## config.mk

```make
export PLATFORM = sky130hd
export DESIGN_NAME = cpdt_cell
export DESIGN_NICKNAME = d
export VERILOG_FILES = /design/src/cpdt_pkg.sv /design/src/cpdt_cell.sv
export SDC_FILE = /design/constraint.sdc
export NUM_CORES = 1
export LEC_CHECK = 0
export ABC_AREA = 1
export BUFFER_PORTS_ARGS = -buffer_cell sky130_fd_sc_hd__buf_4
export CAP_MARGIN = 15
export CORE_MARGIN = 10
export CORE_UTILIZATION = 52
export DETAILED_ROUTE_END_ITERATION = 7
export HOLD_SLACK_MARGIN = 0.12
export PLACE_DENSITY = 0.88
export SYNTH_ARGS = -nofsm -noshare
export SYNTH_HDL_FRONTEND = slang
export SYNTH_SLANG_ARGS = --single-unit
```

## constraint.sdc

```tcl
create_clock -name aclk -period 7.3 [get_ports aclk]
set_input_delay 1.095 -clock aclk [delete_from_list [all_inputs] [get_ports aclk]]
set_output_delay 1.095 -clock aclk [all_outputs]
set_load 0.01 [all_outputs]
```

## src/cpdt_pkg.sv

```systemverilog
// shared types, codes and a range helper for the cidr prefix table
// no dependencies
`default_nettype none
package cpdt_pkg;
    localparam int TABLE_DEPTH_DEF = 32;

    typedef enum logic [2:0] {
        ST_INSERTED = 3'd0,
        ST_COVERED  = 3'd1,
        ST_FULL     = 3'd2,
        ST_DUMP     = 3'd3,
        ST_EMPTY    = 3'd4
    } status_t;

    localparam logic FUNC_INSERT = 1'b0;
    localparam logic FUNC_DUMP   = 1'b1;

    // per-cell control broadcast from the controller
    typedef struct packed {
        logic        probe;    // compare stored range against probe range
        logic        compact;  // shift-left compaction step
        logic        dump;     // rotate one word toward the head
        logic [31:0] lo;
        logic [31:0] hi;
    } cell_ctl_t;

    function automatic logic [31:0] range_mask(input logic [5:0] len);
        logic [31:0] m;
        if (len == 6'd0) m = 32'h0;
        else if (len >= 6'd32) m = 32'hffff_ffff;
        else m = 32'hffff_ffff << (6'd32 - len);
        return m;
    endfunction
endpackage
`default_nettype wire

```

## src/cpdt_cell.sv

```systemverilog
// one table slot: holds an entry, compares it to the probe range and shifts
// depends on cpdt_pkg
`default_nettype none
module cpdt_cell (
    input  wire logic               aclk,
    input  wire cpdt_pkg::cell_ctl_t ctl,
    input  wire logic               wr_en,      // load new entry
    input  wire logic [31:0]        wr_addr,
    input  wire logic [5:0]         wr_len,
    input  wire logic               take_next,  // load from right neighbor
    input  wire logic [31:0]        nxt_addr,
    input  wire logic [5:0]         nxt_len,
    output logic [31:0]             addr,
    output logic [5:0]              len,
    output logic                    covers,     // stored range holds the probe
    output logic                    enclosed    // stored range lies in the probe
);
    import cpdt_pkg::*;
    logic [31:0] addr_reg, addr_next;
    logic [5:0]  len_reg, len_next;
    logic [31:0] m, slo, shi;

    always_comb begin
        m   = range_mask(len_reg);
        slo = addr_reg & m;
        shi = slo | ~m;
        covers = (ctl.lo >= slo) && (ctl.hi <= shi);
        enclosed = (ctl.lo <= slo) && (ctl.hi >= shi);
        addr_next = addr_reg;
        len_next  = len_reg;
        if (wr_en) begin
            addr_next = wr_addr;
            len_next  = wr_len;
        end else if (take_next) begin
            addr_next = nxt_addr;
            len_next  = nxt_len;
        end
    end

    always_ff @(posedge aclk) begin
        addr_reg <= addr_next;
        len_reg  <= len_next;
    end

    assign addr = addr_reg;
    assign len  = len_reg;
endmodule
`default_nettype wire

```

==> impl_summary.log <==
INFO  metric synth_area_leader_cell = sky130_fd_sc_hd__edfxtp_1
INFO  metric synthXorXnorAreaFrac = 0%
INFO  metric cts_tree = yes
INFO  metric grt_start_max_net_pins = 41
INFO  metric final.min_clock_period = 4.55 ns
INFO  metric totalNegativeSetupSlack = 0 ns
INFO  metric grt.met2_usage = 40.2%
INFO  metric power.leakage = 0.00302 uW
INFO  metric async_flop_share = 0%
INFO  metric antenna_violations_before_repair = 0
INFO  metric synth.top_cells.by_count = sky130_fd_sc_hd__nand2_1, sky130_fd_sc_hd__ha_1, sky130_fd_sc_hd__nor2_1
INFO  metric power_density = 157 mW/mm^2
INFO  metric dp_hpwl = 12.0 mm
INFO  metric switching_share = 38.7%
INFO  metric cell_by_cell_trace_of_the_critical_path = inv_1 > ha_1 > or2_1 > nand2_2 > nand2_1 > nor2_2 > inv_1 > nor2_4 > nand2_1 > nand2_1 > nor2_1 > ha_1 > nand2_1 > nor2_1 > and2_1 > nand2_1 > nor3_1 > nand2_1 > nand2_1 > nand2_1 > nand2_1 > inv_1 > buf_4
INFO  metric final_hold_viol_count = 0
INFO  metric final_net_count = 952
INFO  metric synthesis.area_per_instance = 7.10 um^2
INFO  metric cell_family_with_the_largest_share_of_critical_path_delay = simple AND/OR/NAND/NOR gates
INFO  metric synthesis.instances = 560
INFO  metric number_of_global_route_vias_before_repair = 4,344
INFO  metric synth-seq-cells = 38
INFO  metric antenna_left = 0
INFO  metric cts.clk_slew.worst_paths = 0.07 ns
INFO  metric final_layout_size_suffix_gt1_share = 29.9%
INFO  metric placementRows = 31
INFO  metric fraction_of_met1_tracks_used_by_global_routing = 25.8%
INFO  metric clock_tree.buffer_depth = 2
INFO  metric cts_resized = 0
INFO  metric grt_overflow_total = 0
INFO  metric gpl.final_weighted_congestion = 0.877
INFO  metric crit_path_top_delay_cell = sky130_fd_sc_hd__edfxtp_1
INFO  metric worstSetupEndpointType = output port
INFO  metric yosysTopAreaCellShare = 28.7%
INFO  metric synth.distinct_cells = 33
INFO  metric largest_register_ffs = 32
INFO  metric grt_busiest_layer = met2
INFO  metric crit_path_max_incr_delay = 0.42 ns
INFO  metric detail_route.drc_violations = 0
INFO  metric power.net_switching = 333 uW
INFO  metric irDropWorstVdd = 0.000166 V
INFO  metric synth_edf_count = 38
INFO  metric max-cap-violations = 0
INFO  metric status = complete, no violations
INFO  metric fp.dieH = 107 um
INFO  metric vias = 4,312
INFO  metric groute.layer.met3.usage = 5.03%
INFO  metric synth_area = 0.00397 mm^2
INFO  metric die_x = 107 um
INFO  metric cts.hold.buffers_added = 0
INFO  metric achievable-frequency = 220 MHz
INFO  metric worst_slew_pin_slew = 1.04 ns
INFO  metric combPwrFrac = 49.9%
INFO  metric detailedRoute.firstPassIterationCount = 5
INFO  metric ys.warnings.count = 0
INFO  metric internal-power = 527 uW
INFO  metric final_design_area_no_fill = 0.00549 mm^2
INFO  metric avgRoutedWirePerCell = 16.1 um
INFO  metric ioPinCount = 186
INFO  metric share_of_synthesized_cell_area_in_and_or_nand_and_nor_gates = 33.8%
INFO  metric drv_slew = 0
INFO  metric timing.final.setup_violations = 0
INFO  metric detail_route.iter0.violations = 173
INFO  metric floorplan_core_area = 0.00733 mm^2
INFO  metric power.share.clock = 15.3%
INFO  metric timing.critical_path.arrival = 3.45 ns
INFO  metric num_antenna_cells = 0
INFO  metric grt_setup_unrepaired = no
INFO  metric grt_first_pass_wirelength = 20.8 mm
INFO  metric vias_per_inst = 5.15
INFO  metric place_area = 0.00541 mm^2
INFO  metric groute.usage.overall = 22.2%
INFO  metric sink_count_of_the_clock_tree = 38
INFO  metric leading_post_synthesis_cells_by_cell_area = sky130_fd_sc_hd__edfxtp_1, sky130_fd_sc_hd__nand2_1, sky130_fd_sc_hd__ha_1, sky130_fd_sc_hd__nor2_1, sky130_fd_sc_hd__inv_1
INFO  metric crit_required = 6.20 ns
INFO  metric final_wl = 13.5 mm
INFO  metric mappedNetlistNets = 773
INFO  metric largest_family_of_logic_cells_by_synthesized_area = simple AND/OR/NAND/NOR gates
INFO  metric synth_compound_gate_area_share = 9.86%
INFO  metric postCtsSetupBuffers = 0
INFO  metric worstSetupStartpointType = flop
INFO  metric worst_slew_margin_rel = 30.5%
INFO  metric yosys.area_share.adder = 21.1%
INFO  metric die_area = 0.0115 mm^2
INFO  metric h-tree-depth = 2
INFO  metric crit_path_max_fanout = 4
INFO  metric yosys-mux-area-fraction = 0%
INFO  metric initial_utilization = 54.2%
INFO  metric worstHoldPathType = input port to flop
INFO  metric timing_worst_setup_path_type = flop to output port
INFO  metric primary_ff_master_synth = sky130_fd_sc_hd__edfxtp_1
INFO  metric port-buffer-count = 182
INFO  metric post_route_fraction_of_the_period_consumed_by_the_critical_path = 62.3%
INFO  metric synth-seq-area-share = 28.7%
INFO  metric cts_buf_count = 5
INFO  metric buffer_and_inverter_count_on_the_worst_path = 4
INFO  metric power_frac_seq = 34.8%
INFO  metric synthToLayoutAreaGrowth = 38.2%
INFO  metric synthMostInstantiatedCell = sky130_fd_sc_hd__nand2_1
INFO  metric dominant_cell_type_by_count_on_the_critical_path = sky130_fd_sc_hd__nand2_1
INFO  metric clockRootBuffer = sky130_fd_sc_hd__clkbuf_8
[placed cells by master, fill, tap and decap left out, types with 5 or more instances in the layout]
master,instances
sky130_fd_sc_hd__nand4_1,6
sky130_fd_sc_hd__nor3_1,5
sky130_fd_sc_hd__ha_1,67
sky130_fd_sc_hd__o21ai_2,6
sky130_fd_sc_hd__inv_1,45
sky130_fd_sc_hd__nor2_1,51
sky130_fd_sc_hd__nand2_2,5
sky130_fd_sc_hd__edfxtp_1,38
sky130_fd_sc_hd__o21ai_0,10
sky130_fd_sc_hd__buf_4,182
sky130_fd_sc_hd__nand2_1,228
sky130_fd_sc_hd__a21oi_1,30
sky130_fd_sc_hd__inv_2,8
sky130_fd_sc_hd__clkbuf_8,5
sky130_fd_sc_hd__nand3_1,18
[metrics by stage]
step	util [%]	power [uW]	setup WS [ns]	hold slack, ns	std cells
5_1_grt	74.9	929	2.34	1.07	838
2_1_floorplan	-	550	3.54	1.27	560
4_1_cts	74.9	859	2.79	1.07	838
6_report	74.9	860	2.75	1.07	838
3_3_place_gp	73.8	710	3.19	1.36	831
3_5_place_dp	73.8	729	3.11	1.36	831
[cell type report]
class / instances / area (um^2)
fillers: 595 / 1840
repair buffers: 182 / 1370
clock buffers: 5 / 68.8
inverters: 54 / 205
well taps: 99 / 124
flip-flops and latches: 38 / 1140
multi-input cells: 458 / 2570
clock inverters: 2 / 10.0
[logic make-up (layout without fill, tap and decap cells)]
group / count (synthesis) / count (layout)
and+or+nand+nor: 327 / 327
buffers and inverters: 64 / 243
adders and majority gates: 67 / 67
DFF: 38 / 38
AOI/OAI and AO/OA: 64 / 64
[power by group through the flow]
| stage | sequential [uW] | clock (uW) | combinational (uW) |
|---|---|---|---|
| 6_report | 299 | 132 | 430 |
| 5_1_grt | 301 | 140 | 488 |
| 4_1_cts | 298 | 132 | 429 |
| 3_5_place_dp | 302 | 0 | 427 |
| 3_3_place_gp | 301 | 0 | 409 |
| 2_1_floorplan | 303 | 0 | 247 |
[path summary, 6_finish.rpt]
path	start	end	slack (ns)	cells after the start
setup / recovery	len[0]	covers	2.75	23
hold / removal	nxt_len[3]	len[3]	1.07	3
[layer usage]
metal | vias up | share of wire [%]
li1 | 2190 | -
met1 | 1946 | 40
met2 | 160 | 51
met3 | 16 | 7.0
met4 | 0 | 1.8
met5 | - | 0
(Power assumes the default switching activity.)
